$ cat config.mk
export PLATFORM = sky130hd
export DESIGN_NAME = next_smooth_length_search_core
export DESIGN_NICKNAME = d
export VERILOG_FILES = /design/src/rtl/core/nsls_pkg.sv /design/src/rtl/core/nsls_div.sv /design/src/rtl/core/nsls_dpath.sv /design/src/rtl/core/nsls_ctrl.sv /design/src/rtl/core/next_smooth_length_search_core.sv
export SDC_FILE = /design/constraint.sdc
export NUM_CORES = 1
export LEC_CHECK = 0
export ABC_AREA = 1
export BUFFER_PORTS_ARGS = -buffer_cell sky130_fd_sc_hd__buf_2
export CORE_ASPECT_RATIO = 0.7
export CORE_MARGIN = 2
export CORE_UTILIZATION = 35
export DETAILED_ROUTE_END_ITERATION = 10
export PLACE_DENSITY = 0.57
export SYNTH_ARGS = -nofsm -noshare
export SYNTH_HDL_FRONTEND = slang
export SYNTH_HIERARCHICAL = 1
export SYNTH_SLANG_ARGS = --single-unit
$ cat constraint.sdc
create_clock -name clk -period 7.2 [get_ports clk]
set_input_delay 0.72 -clock clk [delete_from_list [all_inputs] [get_ports clk]]
set_output_delay 0.72 -clock clk [all_outputs]
set_load 0.01 [all_outputs]
$ cat src/rtl/core/nsls_pkg.sv
`timescale 1ns / 1ps
`default_nettype none

package nsls_pkg;

	localparam int LENGTH_BITS_DEF = 24;
	localparam int RADIX_COUNT_DEF = 6;
	localparam int RADIX_W         = 8;
	localparam int NUM_CFG         = 6;
	localparam int CFG_IDX_W       = 3;

	localparam logic [RADIX_W-1:0] RADIX_RESET [NUM_CFG] = '{
		8'd7, 8'd6, 8'd5, 8'd4, 8'd3, 8'd2
	};

	// datapath commands from the controller
	typedef struct packed {
		logic load;       // take a new request as first candidate
		logic cand_inc;   // step to next candidate
		logic quot_init;  // quotient <= candidate, list position <= 0
		logic div_start;  // divide quotient by current radix
		logic quot_take;  // quotient <= divider quotient
		logic idx_inc;    // move on to next radix
		logic out_found;  // load result with accepted candidate
		logic out_ovf;    // load overflow result
	} cmd_t;

	// datapath status to the controller
	typedef struct packed {
		logic list_empty;
		logic cand_over;
		logic cand_lt2;
		logic radix_ok;
		logic quot_one;
		logic div_done;
		logic rem_zero;
	} status_t;

endpackage

`default_nettype wire

$ cat src/rtl/core/nsls_div.sv
`timescale 1ns / 1ps
`default_nettype none

module nsls_div #(
	parameter int LENGTH_BITS = nsls_pkg::LENGTH_BITS_DEF
) (
	input  wire logic                         clk,
	input  wire logic                         arst_n,
	input  wire logic                         start,
	input  wire logic [LENGTH_BITS-1:0]       dividend,
	input  wire logic [nsls_pkg::RADIX_W-1:0] divisor,
	output logic                              done,
	output logic [LENGTH_BITS-1:0]            quotient,
	output logic [nsls_pkg::RADIX_W-1:0]      remainder
);

	localparam int RW    = nsls_pkg::RADIX_W;
	localparam int CNT_W = $clog2(LENGTH_BITS + 1);

	logic             busy_q;
	logic             done_q;
	logic [CNT_W-1:0] cnt_q;
	logic [LENGTH_BITS-1:0] quo_q;
	logic [RW-1:0]    rem_q;
	logic [RW-1:0]    div_q;

	logic [RW:0] trial;
	logic [RW:0] diff;
	logic        ge;

	// restoring division, one quotient bit per cycle
	always_comb begin
		trial = {rem_q, quo_q[LENGTH_BITS-1]};
		diff  = trial - {1'b0, div_q};
		ge    = (trial >= {1'b0, div_q});
	end

	always_ff @(posedge clk or negedge arst_n) begin
		if (!arst_n) begin
			busy_q <= 1'b0;
			done_q <= 1'b0;
			cnt_q  <= '0;
		end else begin
			done_q <= 1'b0;
			if (start) begin
				busy_q <= 1'b1;
				cnt_q  <= CNT_W'(LENGTH_BITS);
			end else if (busy_q) begin
				cnt_q <= cnt_q - 1'b1;
				if (cnt_q == CNT_W'(1)) begin
					busy_q <= 1'b0;
					done_q <= 1'b1;
				end
			end
		end
	end

	always_ff @(posedge clk) begin
		if (start) begin
			quo_q <= dividend;
			rem_q <= '0;
			div_q <= divisor;
		end else if (busy_q) begin
			quo_q <= {quo_q[LENGTH_BITS-2:0], ge};
			rem_q <= ge ? diff[RW-1:0] : trial[RW-1:0];
		end
	end

	assign done      = done_q;
	assign quotient  = quo_q;
	assign remainder = rem_q;

endmodule

`default_nettype wire

$ cat src/rtl/core/nsls_dpath.sv
`timescale 1ns / 1ps
`default_nettype none

module nsls_dpath #(
	parameter int LENGTH_BITS = nsls_pkg::LENGTH_BITS_DEF,
	parameter int RADIX_COUNT = nsls_pkg::RADIX_COUNT_DEF
) (
	input  wire logic                           clk,
	input  wire logic                           arst_n,
	input  wire logic                           cfg_we,
	input  wire logic [nsls_pkg::CFG_IDX_W-1:0] cfg_index,
	input  wire logic [nsls_pkg::RADIX_W-1:0]   cfg_data,
	input  wire logic [LENGTH_BITS-1:0]         requested_length,
	input  wire nsls_pkg::cmd_t                 cmd,
	output nsls_pkg::status_t                   status,
	output logic [LENGTH_BITS-1:0]              padded_length,
	output logic                                already_fit,
	output logic                                search_overflow
);

	localparam int RW    = nsls_pkg::RADIX_W;
	localparam int IDX_W = (RADIX_COUNT < 2) ? 1 : $clog2(RADIX_COUNT + 1);

	logic [RW-1:0]          radix_q [nsls_pkg::NUM_CFG];
	logic [LENGTH_BITS:0]   cand_q;
	logic [LENGTH_BITS-1:0] quot_q;
	logic [IDX_W-1:0]       idx_q;
	logic                   first_q;
	logic [LENGTH_BITS-1:0] padded_q;
	logic                   fit_q;
	logic                   ovf_q;

	logic [3:0]             slot;
	logic [RW-1:0]          radix_cur;
	logic                   div_done;
	logic [LENGTH_BITS-1:0] div_quot;
	logic [RW-1:0]          div_rem;

	always_ff @(posedge clk or negedge arst_n) begin
		if (!arst_n) begin
			for (int i = 0; i < nsls_pkg::NUM_CFG; i++) begin
				radix_q[i] <= nsls_pkg::RADIX_RESET[i];
			end
		end else if (cfg_we && (32'(cfg_index) < 32'(nsls_pkg::NUM_CFG))) begin
			radix_q[cfg_index] <= cfg_data;
		end
	end

	// list slots past the register set read as zero
	always_comb begin
		slot = 4'(idx_q);
		if (slot < 4'(nsls_pkg::NUM_CFG)) begin
			radix_cur = radix_q[slot[2:0]];
		end else begin
			radix_cur = '0;
		end
	end

	always_ff @(posedge clk) begin
		if (cmd.load) begin
			cand_q  <= {1'b0, requested_length};
			first_q <= 1'b1;
		end else if (cmd.cand_inc) begin
			cand_q  <= cand_q + 1'b1;
			first_q <= 1'b0;
		end
		if (cmd.quot_init) begin
			quot_q <= cand_q[LENGTH_BITS-1:0];
		end else if (cmd.quot_take) begin
			quot_q <= div_quot;
		end
		if (cmd.quot_init) begin
			idx_q <= '0;
		end else if (cmd.idx_inc) begin
			idx_q <= idx_q + 1'b1;
		end
		if (cmd.out_found) begin
			padded_q <= cand_q[LENGTH_BITS-1:0];
			fit_q    <= first_q;
			ovf_q    <= 1'b0;
		end else if (cmd.out_ovf) begin
			padded_q <= '0;
			fit_q    <= 1'b0;
			ovf_q    <= 1'b1;
		end
	end

	nsls_div #(
		.LENGTH_BITS(LENGTH_BITS)
	) u_div (
		.clk       (clk),
		.arst_n    (arst_n),
		.start     (cmd.div_start),
		.dividend  (quot_q),
		.divisor   (radix_cur),
		.done      (div_done),
		.quotient  (div_quot),
		.remainder (div_rem)
	);

	always_comb begin
		status.list_empty = (radix_q[0] < RW'(2));
		status.cand_over  = cand_q[LENGTH_BITS];
		status.cand_lt2   = (cand_q < (LENGTH_BITS+1)'(2));
		status.radix_ok   = (idx_q < IDX_W'(RADIX_COUNT)) && (radix_cur >= RW'(2));
		status.quot_one   = (quot_q == LENGTH_BITS'(1));
		status.div_done   = div_done;
		status.rem_zero   = (div_rem == '0);
	end

	assign padded_length   = padded_q;
	assign already_fit     = fit_q;
	assign search_overflow = ovf_q;

endmodule

`default_nettype wire

$ cat src/rtl/core/nsls_ctrl.sv
`timescale 1ns / 1ps
`default_nettype none

module nsls_ctrl (
	input  wire logic              clk,
	input  wire logic              arst_n,
	input  wire logic              req_valid,
	output logic                   req_stall,
	output logic                   res_valid,
	input  wire logic              res_stall,
	input  wire nsls_pkg::status_t status,
	output nsls_pkg::cmd_t         cmd
);

	typedef enum logic [2:0] {
		ST_IDLE,
		ST_START,
		ST_CAND,
		ST_RADIX,
		ST_DIV,
		ST_DIV_AGAIN,
		ST_FIN_OK,
		ST_FIN_OVF
	} state_t;

	state_t state_q;
	logic   res_valid_q;
	logic   slot_free;

	assign slot_free = !res_valid_q || !res_stall;
	assign req_stall = (state_q != ST_IDLE);
	assign res_valid = res_valid_q;

	always_comb begin
		cmd = '0;
		case (state_q)
			ST_IDLE: begin
				cmd.load = req_valid;
			end
			ST_CAND: begin
				if (!status.cand_over) begin
					if (status.cand_lt2) begin
						cmd.cand_inc = 1'b1;
					end else begin
						cmd.quot_init = 1'b1;
					end
				end
			end
			ST_RADIX: begin
				if (!status.quot_one) begin
					if (status.radix_ok) begin
						cmd.div_start = 1'b1;
					end else begin
						cmd.cand_inc = 1'b1;
					end
				end
			end
			ST_DIV: begin
				if (status.div_done) begin
					if (status.rem_zero) begin
						cmd.quot_take = 1'b1;
					end else begin
						cmd.idx_inc = 1'b1;
					end
				end
			end
			ST_DIV_AGAIN: begin
				cmd.div_start = 1'b1;
			end
			ST_FIN_OK: begin
				cmd.out_found = slot_free;
			end
			ST_FIN_OVF: begin
				cmd.out_ovf = slot_free;
			end
			default: begin
				cmd = '0;
			end
		endcase
	end

	always_ff @(posedge clk or negedge arst_n) begin
		if (!arst_n) begin
			state_q     <= ST_IDLE;
			res_valid_q <= 1'b0;
		end else begin
			if (res_valid_q && !res_stall && !cmd.out_found && !cmd.out_ovf) begin
				res_valid_q <= 1'b0;
			end
			case (state_q)
				ST_IDLE: begin
					if (req_valid) begin
						state_q <= ST_START;
					end
				end
				ST_START: begin
					state_q <= status.list_empty ? ST_FIN_OVF : ST_CAND;
				end
				ST_CAND: begin
					if (status.cand_over) begin
						state_q <= ST_FIN_OVF;
					end else if (!status.cand_lt2) begin
						state_q <= ST_RADIX;
					end
				end
				ST_RADIX: begin
					if (status.quot_one) begin
						state_q <= ST_FIN_OK;
					end else if (status.radix_ok) begin
						state_q <= ST_DIV;
					end else begin
						state_q <= ST_CAND;
					end
				end
				ST_DIV: begin
					if (status.div_done) begin
						// keep dividing by the same radix while it divides evenly
						state_q <= status.rem_zero ? ST_DIV_AGAIN : ST_RADIX;
					end
				end
				ST_DIV_AGAIN: begin
					state_q <= ST_DIV;
				end
				ST_FIN_OK, ST_FIN_OVF: begin
					if (slot_free) begin
						res_valid_q <= 1'b1;
						state_q     <= ST_IDLE;
					end
				end
				default: begin
					state_q <= ST_IDLE;
				end
			endcase
		end
	end

endmodule

`default_nettype wire

$ cat src/rtl/core/next_smooth_length_search_core.sv
// the search tries candidates upward from the requested length; each candidate is divided by
// the radices in list order on the bit-serial divider, repeating a radix while it divides evenly,
// a candidate below two is skipped, and a search past the largest length ends in overflow
// one item at a time; the next item is taken while the result first sits in the output
// register, and a stalled result holds the search in its last state
// arst_n clears control state and loads the radix registers with 7, 6, 5, 4, 3, 2
`timescale 1ns / 1ps
`default_nettype none

module next_smooth_length_search_core #(
	parameter int LENGTH_BITS = nsls_pkg::LENGTH_BITS_DEF,
	parameter int RADIX_COUNT = nsls_pkg::RADIX_COUNT_DEF
) (
	input  wire logic                           clk,
	input  wire logic                           arst_n,
	input  wire logic                           cfg_valid,
	output logic                                cfg_ready,
	input  wire logic [nsls_pkg::CFG_IDX_W-1:0] cfg_index,
	input  wire logic [nsls_pkg::RADIX_W-1:0]   cfg_data,
	input  wire logic                           req_valid,
	output logic                                req_stall,
	input  wire logic [LENGTH_BITS-1:0]         requested_length,
	output logic                                res_valid,
	input  wire logic                           res_stall,
	output logic [LENGTH_BITS-1:0]              padded_length,
	output logic                                already_fit,
	output logic                                search_overflow
);

	nsls_pkg::cmd_t    cmd;
	nsls_pkg::status_t status;

	assign cfg_ready = 1'b1;

	nsls_ctrl u_ctrl (
		.clk       (clk),
		.arst_n    (arst_n),
		.req_valid (req_valid),
		.req_stall (req_stall),
		.res_valid (res_valid),
		.res_stall (res_stall),
		.status    (status),
		.cmd       (cmd)
	);

	nsls_dpath #(
		.LENGTH_BITS(LENGTH_BITS),
		.RADIX_COUNT(RADIX_COUNT)
	) u_dpath (
		.clk              (clk),
		.arst_n           (arst_n),
		.cfg_we           (cfg_valid & cfg_ready),
		.cfg_index        (cfg_index),
		.cfg_data         (cfg_data),
		.requested_length (requested_length),
		.cmd              (cmd),
		.status           (status),
		.padded_length    (padded_length),
		.already_fit      (already_fit),
		.search_overflow  (search_overflow)
	);

endmodule

`default_nettype wire
==> results of run 1 <==
stage by stage:
stage / cell area (µm²) / hold slack, ps / power, W / utilization
detailed placement: 9680 / 458 / 0.00311 / 0.379
global placement: 9680 / 446 / 0.00309 / 0.379
CTS: 10300 / 454 / 0.00408 / 0.403
global route: 10300 / 495 / 0.00438 / 0.403
floorplan: 9070 / 424 / 0.00272 / -
finish: 10300 / 439 / 0.00406 / 0.403
worst max-delay path by stage:
stage / from / slack [ps] / cells past startpoint / to
2_1_floorplan: u_dpath/idx_q[0] / 4070 / 14 / u_dpath/u_div/quotient[0]
3_3_place_gp: u_dpath/idx_q[0] / 3300 / 14 / u_dpath/u_div/busy_q
3_5_place_dp: u_dpath/idx_q[0] / 3180 / 13 / u_dpath/u_div/quotient[20]
4_1_cts: u_dpath/idx_q[0] / 3170 / 13 / u_dpath/u_div/quotient[20]
5_1_grt: u_dpath/idx_q[0] / 2700 / 13 / u_dpath/u_div/quotient[0]
6_report: u_dpath/idx_q[0] / 3110 / 13 / u_dpath/u_div/quotient[20]
sequential cells by signal (all words and copies together), names as in the netlist, 3 cells and up:
name / cells
u_dpath/u_div/div_q: 8
u_dpath/idx_q: 3
u_dpath/u_div/quotient: 24
u_dpath/cand_q: 25
u_dpath/padded_length: 24
u_dpath/u_div/remainder: 8
u_ctrl/state_q: 3
u_dpath/radix_q: 48
u_dpath/quot_q: 24
u_dpath/u_div/cnt_q: 5
power breakdown:
group | internal, W | switching, W | leakage (nW)
Clock | 0.000521 | 0.000428 | 0.306
Combinational | 0.000445 | 0.000867 | 2.67
Sequential | 0.00153 | 0.000263 | 1.82
Total | 0.00250 | 0.00156 | 4.80
worst max-delay path: cells and delay by family (launching register included):
| kind | cells | cell delay (ps) |
|---|---|---|
| AO/OA/AOI/OAI | 1 | 550 |
| flip-flops | 1 | 940 |
| AND/OR/NAND/NOR | 10 | 1030 |
| buffers and inverters | 2 | 1280 |
cells in the mapped netlist (all sizes together) (6+ instances only):
master | count | area share
a21oi | 22 | 0.013
buf | 16 | 0.012
clkbuf | 21 | 0.0087
dfrtp | 48 | 0.13
dfstp | 11 | 0.032
dfxtp | 14 | 0.031
edfxtp | 105 | 0.35
ha | 12 | 0.017
inv | 111 | 0.046
nand2 | 413 | 0.18
nand3 | 60 | 0.039
nand3b | 8 | 0.0066
nand4 | 8 | 0.0055
nor2 | 72 | 0.039
nor3 | 6 | 0.0039
nor4 | 15 | 0.010
o21ai | 92 | 0.051
or2 | 6 | 0.0041
xor2 | 9 | 0.0087
routing by layer:
metal / GRT usage / share of wire / vias to the layer above
met5: 0 / 0 / -
met4: 0.0371 / 0.0063 / 0
met3: 0.0311 / 0.052 / 10
met2: 0.220 / 0.39 / 189
met1: 0.281 / 0.55 / 3324
li1: - / - / 3575
final cells by class:
cell class                 count  area share
sequential                   178       0.478
multi-input combinational    738       0.344
clock buffer                  21      0.0491
inverter                     115      0.0423
tap                          331      0.0402
timing repair buffer          72      0.0362
clock inverter                11      0.0102
antenna                        1    0.000243
cells in the final DEF (no fill, tap or decap), drive strengths merged, types with 11 or more instances in the layout:
cell type	instances
buf	72
nand2	413
o21ai	92
nor4	15
inv	119
nor2	72
dfrtp	48
clkbuf	21
nand3	60
edfxtp	105
dfxtp	14
ha	12
a21oi	22
dfstp	11
cell families after synthesis:
| logic type | share of synthesized area |
|---|---|
| AOI/OAI and AO/OA | 0.0706 |
| xor gates and xnor gates | 0.0116 |
| adders and majority gates | 0.0188 |
| buffers and inverters | 0.0683 |
| DFF | 0.543 |
| other | 0.000414 |
| and+or+nand+nor | 0.287 |
==> results_dict.tcl, run 1 <==
set metrics [dict create \
    ys_types 49 \
    syn_area_um2 9070 \
    synth_area_per_cell_um2 8.49 \
    finalCritPeriodShare 0.568 \
    wl_per_cell_um 15.1 \
    fin_crit_ps 4090 \
    worst-r2r-cell-count 13 \
    clock_sinks 178 \
    regArea_um2 4920 \
    routed_wl_um 22100 \
    critPathCaptureType "flop" \
    antenna_found_initial 1 \
    maxSlewViolCount 0 \
    r2r-start "u_dpath/idx_q[0]" \
    finalHoldViolations 0 \
    grt_pass1_vias 6685 \
    ys.flop_type "edfxtp_1" \
    status "complete, no violations" \
    syn_inst 1068 \
    critical_path.max_stage_delay_ps 940 \
    grt_pass1_wl_um 36500 \
    rsz0062_at_grt "no" \
    r2r_end "u_dpath/u_div/quotient[20]" \
    cts.path.max_buffers 2 \
    ios 69 \
    core_um2 25600 \
    seq_area_frac_synth 0.543 \
    grt_usage 0.169 \
    maxSlewHeadroom 0.265 \
    syn_to_final_growth_pct 13.5 \
    worst_slack_ps 3110 \
    dr.pass1.iters 5 \
    drv_cap 0 \
    path_class "reg2reg" \
    startpoint_type "flop" \
    power.density_nw_per_um2 394 \
    gr-total-overflow 0 \
    rows 49 \
    arrival_ps 4270 \
    routabilityCongestion 0.839 \
    first_iter_violations 855 \
    layout.nets 1175 \
    path_cells "inv_2 > nand2_1 > nand3_1 > nand3_1 > nand2_1 > nand2_1 > nor2_1 > nand2_1 > nand2_1 > o21ai_2 > clkinv_1 > nand2_1 > nand2_1" \
    ys_ff_latch 178 \
    initial_core_util 0.355 \
    worst_pin_slew_ps 1100 \
    multi_input_area_um2 3540 \
    cts_inserted_buffers 17 \
    die_x_um 196 \
    die_area_um2 27200 \
    cts_tree "built" \
    vdd_drop_max_uv 215 \
    synth_nets 1121 \
    routed_via_density 4.84 \
    cpMostUsedCell "nand2_1" \
    setup_viol 0 \
    cts_hold_buf 0 \
    hpwl_um 15500 \
    slowest_stage "dfxtp_1" \
    pre_cts_slack_ps 3180 \
    synth_edf_count 105 \
    final_cells 1467 \
    drive_gt1_frac 0.145 \
    critical_path.max_fanout 28 \
    die_h_um 139 \
    p_leak_nw 4.80 \
    num-fill-cells 2577 \
    cts_root_buf "clkbuf_16" \
    hp-class "in2async" \
    clock_latency_ps 430 \
    grt_max_degree 60 \
    cts-resized-gates 0 \
    worst-r2r-setup-slack_ps 3110 \
    clkTransAtPathRegs_ps 80 \
    via_count 7098 \
    drc 0 \
    htreeDepth 4 \
    dp_cells 1434 \
    postRouteAntennaNets 0 \
    max_freq_mhz 244 \
    async_flop_share 0.331 \
    post-cts-setup-buffers 0 \
    port_buffers 67 \
    ys_warn_count 6 \
    finClkSkew_ps 16.5 \
    finalSetupTns_ps 0 \
    worstPathRequired_ps 7380 \
]
Power figures use the tool's default switching activity.
==> run 2, diff against run 1 <==
--- a/config.mk
+++ b/config.mk
@@ -5,13 +5,13 @@
 export SDC_FILE = /design/constraint.sdc
 export NUM_CORES = 1
 export LEC_CHECK = 0
-export ABC_AREA = 1
+export ABC_AREA = 0
 export BUFFER_PORTS_ARGS = -buffer_cell sky130_fd_sc_hd__buf_2
 export CORE_ASPECT_RATIO = 0.7
 export CORE_MARGIN = 2
 export CORE_UTILIZATION = 35
 export DETAILED_ROUTE_END_ITERATION = 10
-export PLACE_DENSITY = 0.57
+export PLACE_DENSITY = 0.59
 export SYNTH_ARGS = -nofsm -noshare
 export SYNTH_HDL_FRONTEND = slang
 export SYNTH_HIERARCHICAL = 1
==> constraint.sdc (replaced) <==
create_clock -name clk -period 3.7 [get_ports clk]
set_input_delay 0.37 -clock clk [delete_from_list [all_inputs] [get_ports clk]]
set_output_delay 0.37 -clock clk [all_outputs]
set_load 0.01 [all_outputs]
==> run 2 against run 1 <==
  * Sequential share of layout area is 0.96 points higher
  * Fmax is 34% higher
  * First-iteration DRC count decreased by 55%
  * Final cell count decreased by 26%
  * Critical endpoint is now u_dpath/u_div/quotient[5]
  * Largest cell class unchanged
==> results_dict.tcl, run 2 <==
set metrics [dict create \
    largest_reg_flops 48 \
    ys_warn_count 6 \
    grt_max_degree 48 \
    total_power_w 0.00814 \
    critical_path.max_fanout 17 \
    layout_commonest_cell "edfxtp_1" \
    die_area_um2 26300 \
    vdd_drop_max_uv 504 \
    slowest_stage "dfxtp_1" \
    initial_core_util 0.355 \
    final_cell_mix "105 x edfxtp_1, 102 x mux2_2, 67 x buf_2" \
    grt_usage 0.160 \
    drive_gt1_frac 0.343 \
    maxSlewHeadroom 0.374 \
    finalSetupTns_ps 0 \
    cts.path.max_buffers 2 \
    cts_inserted_buffers 17 \
    rows 48 \
    worst-r2r-setup-slack_ps 640 \
    die_h_um 136 \
    drv_cap 0 \
    postRouteAntennaNets 0 \
    p_leak_nw 3.75 \
    syn_to_final_growth_pct 15.4 \
    worst_pin_slew_ps 935 \
    cts_root_buf "clkbuf_16" \
    dr.pass1.iters 5 \
    status "complete, no violations" \
    synthXorXnorAreaFrac 0.0330 \
    synth_nets 735 \
    power.density_nw_per_um2 806 \
    rsz0062_at_grt "no" \
    via_count 5562 \
    hp-class "in2async" \
    r2r_end "u_dpath/u_div/quotient[5]" \
    largest-register "u_dpath/radix_q" \
    port_buffers 67 \
    antennaDiodeCount 0 \
    max_freq_mhz 327 \
    cts_hold_buf 0 \
    maxSlewViolCount 0 \
    synth_compound_area_frac 0.0559 \
    drc 0 \
    r2r-start "u_dpath/idx_q[1]" \
    die_x_um 193 \
    layout.nets 804 \
    arrival_ps 3240 \
    ys_ff_latch 178 \
    routed_via_density 5.11 \
    async_flop_share 0.331 \
    routabilityCongestion 0.792 \
    synth_top_area_cell "edfxtp_1" \
    synth.top_cells.by_count "105 x edfxtp_1, 102 x mux2_2, 52 x nand2_1" \
    htreeDepth 4 \
    finClkSkew_ps 17.1 \
    yosys.area_share.simple 0.131 \
    wl_per_cell_um 18.2 \
    ys.flop_type "edfxtp_1" \
    biggestRegsByFlops "u_dpath/radix_q x48, u_dpath/cand_q x25" \
    core_um2 24600 \
    syn_inst 682 \
    synth_top_area_share 0.360 \
    synth.area.top_cells "edfxtp_1 36%, dfrtp_1 14%, mux2_2 13%" \
    synth_mux_area_frac 0.169 \
    synth_area_per_cell_um2 12.8 \
    post-cts-setup-buffers 0 \
    setup_viol 0 \
    seq_area_frac_synth 0.563 \
    yosysMostFrequentCell "edfxtp_1" \
    startpoint_type "flop" \
    final_cells 1089 \
    fin_crit_ps 3060 \
    clock_sinks 178 \
    fin_area_um2 10100 \
    cts-resized-gates 0 \
    first_iter_violations 383 \
    dp_cells 1057 \
    antenna_found_initial 0 \
    critPathCaptureType "flop" \
    ys_types 76 \
    gr-total-overflow 0 \
    path_cells "buf_4 > mux2i_1 > or3_1 > o2111a_1 > nand4b_1 > a31oi_1 > nor2b_4 > buf_4 > mux2_2" \
    clock_latency_ps 430 \
    grt_pass1_vias 5488 \
    path_class "reg2reg" \
    num-fill-cells 2404 \
    synth_top_family_by_area "multiplexers" \
    hpwl_um 14000 \
    critical_path.max_stage_delay_ps 600 \
    worstPathRequired_ps 3880 \
    grt_pass1_wl_um 31800 \
    cpMostUsedCell "buf_4" \
    syn_area_um2 8750 \
    finalHoldViolations 0 \
    cts_tree "built" \
    ios 69 \
    clkTransAtPathRegs_ps 70 \
    worst-r2r-cell-count 9 \
    synthAdderAreaFrac 0.0195 \
    dpl-instance-area_um2 9490 \
    routed_wl_um 19800 \
    finalCritPeriodShare 0.827 \
    synth_edf_count 105 \
]
[run 2: changes by cell type in the layout (fill, tap and decap cells not counted), sizes merged, moves of 9 or more]
cell,delta
a21oi,-14
and2,+24
buf,+9
inv,-91
mux2,+104
mux2i,+23
nand2,-359
nand3,-46
nor2,-36
o21ai,-61
xnor2,+16
[run 2: cell families after synthesis]
family | Yosys count
muxes | 130
DFF | 178
xor gates and xnor gates | 33
adders and majority gates | 13
other | 1
buffers and inverters | 50
AOI/OAI and AO/OA | 70
and+or+nand+nor | 207
[run 2: worst max-delay path by stage]
| stage | start | end | slack [ps] | cells past startpoint |
|---|---|---|---|---|
| 5_1_grt | u_dpath/idx_q[0] | u_dpath/u_div/quotient[5] | 440 | 9 |
| 2_1_floorplan | u_dpath/idx_q[1] | u_dpath/u_div/quotient[0] | 440 | 11 |
| 4_1_cts | u_dpath/idx_q[1] | u_dpath/u_div/quotient[5] | 610 | 9 |
| 3_5_place_dp | u_dpath/idx_q[1] | u_dpath/u_div/quotient[8] | 640 | 9 |
| 3_3_place_gp | u_dpath/idx_q[1] | u_dpath/u_div/quotient[8] | 700 | 9 |
| 6_report | u_dpath/idx_q[1] | u_dpath/u_div/quotient[5] | 640 | 9 |
[run 2: final cells by class]
cell class / count / area (µm²) / area share
Sequential cell: 178 / 4920 / 0.488
Multi-Input combinational cell: 454 / 3600 / 0.357
Timing Repair Buffer: 81 / 490 / 0.0486
Clock buffer: 17 / 425 / 0.0421
Tap cell: 325 / 407 / 0.0403
Clock inverter: 15 / 178 / 0.0176
Inverter: 19 / 71.3 / 0.00707
[run 2: stage by stage]
step           hold slack (ps)  setup slack (ps)   util
5_1_grt                    118               436  0.410
4_1_cts                   87.1               612  0.410
3_3_place_gp               432               698  0.385
3_5_place_dp               435               640  0.385
6_report                  46.7               640  0.410
2_1_floorplan             74.4               444      -
[run 2: worst max-delay path, delay by kind of cell, from the launching register on]
kind | cells | cell delay, ps
multiplexers | 2 | 420
AO/OA/AOI/OAI | 2 | 310
buffers and inverters | 2 | 510
flip-flops | 1 | 600
AND/OR/NAND/NOR | 3 | 960
[run 2: where the power goes]
group	total, W	switching, W	internal, W	leakage, nW
Clock	0.00182	0.000871	0.000945	0.301
Sequential	0.00361	0.000548	0.00306	1.81
Combinational	0.00271	0.00136	0.00135	1.64
[run 2: per-layer routing]
layer | GRT usage | routed length (µm) | vias to the layer above
met4 | 0.0391 | 120 | 0
met2 | 0.218 | 8110 | 110
met5 | 0 | 0 | -
met1 | 0.257 | 10700 | 2795
met3 | 0.0279 | 836 | 13
li1 | - | - | 2644
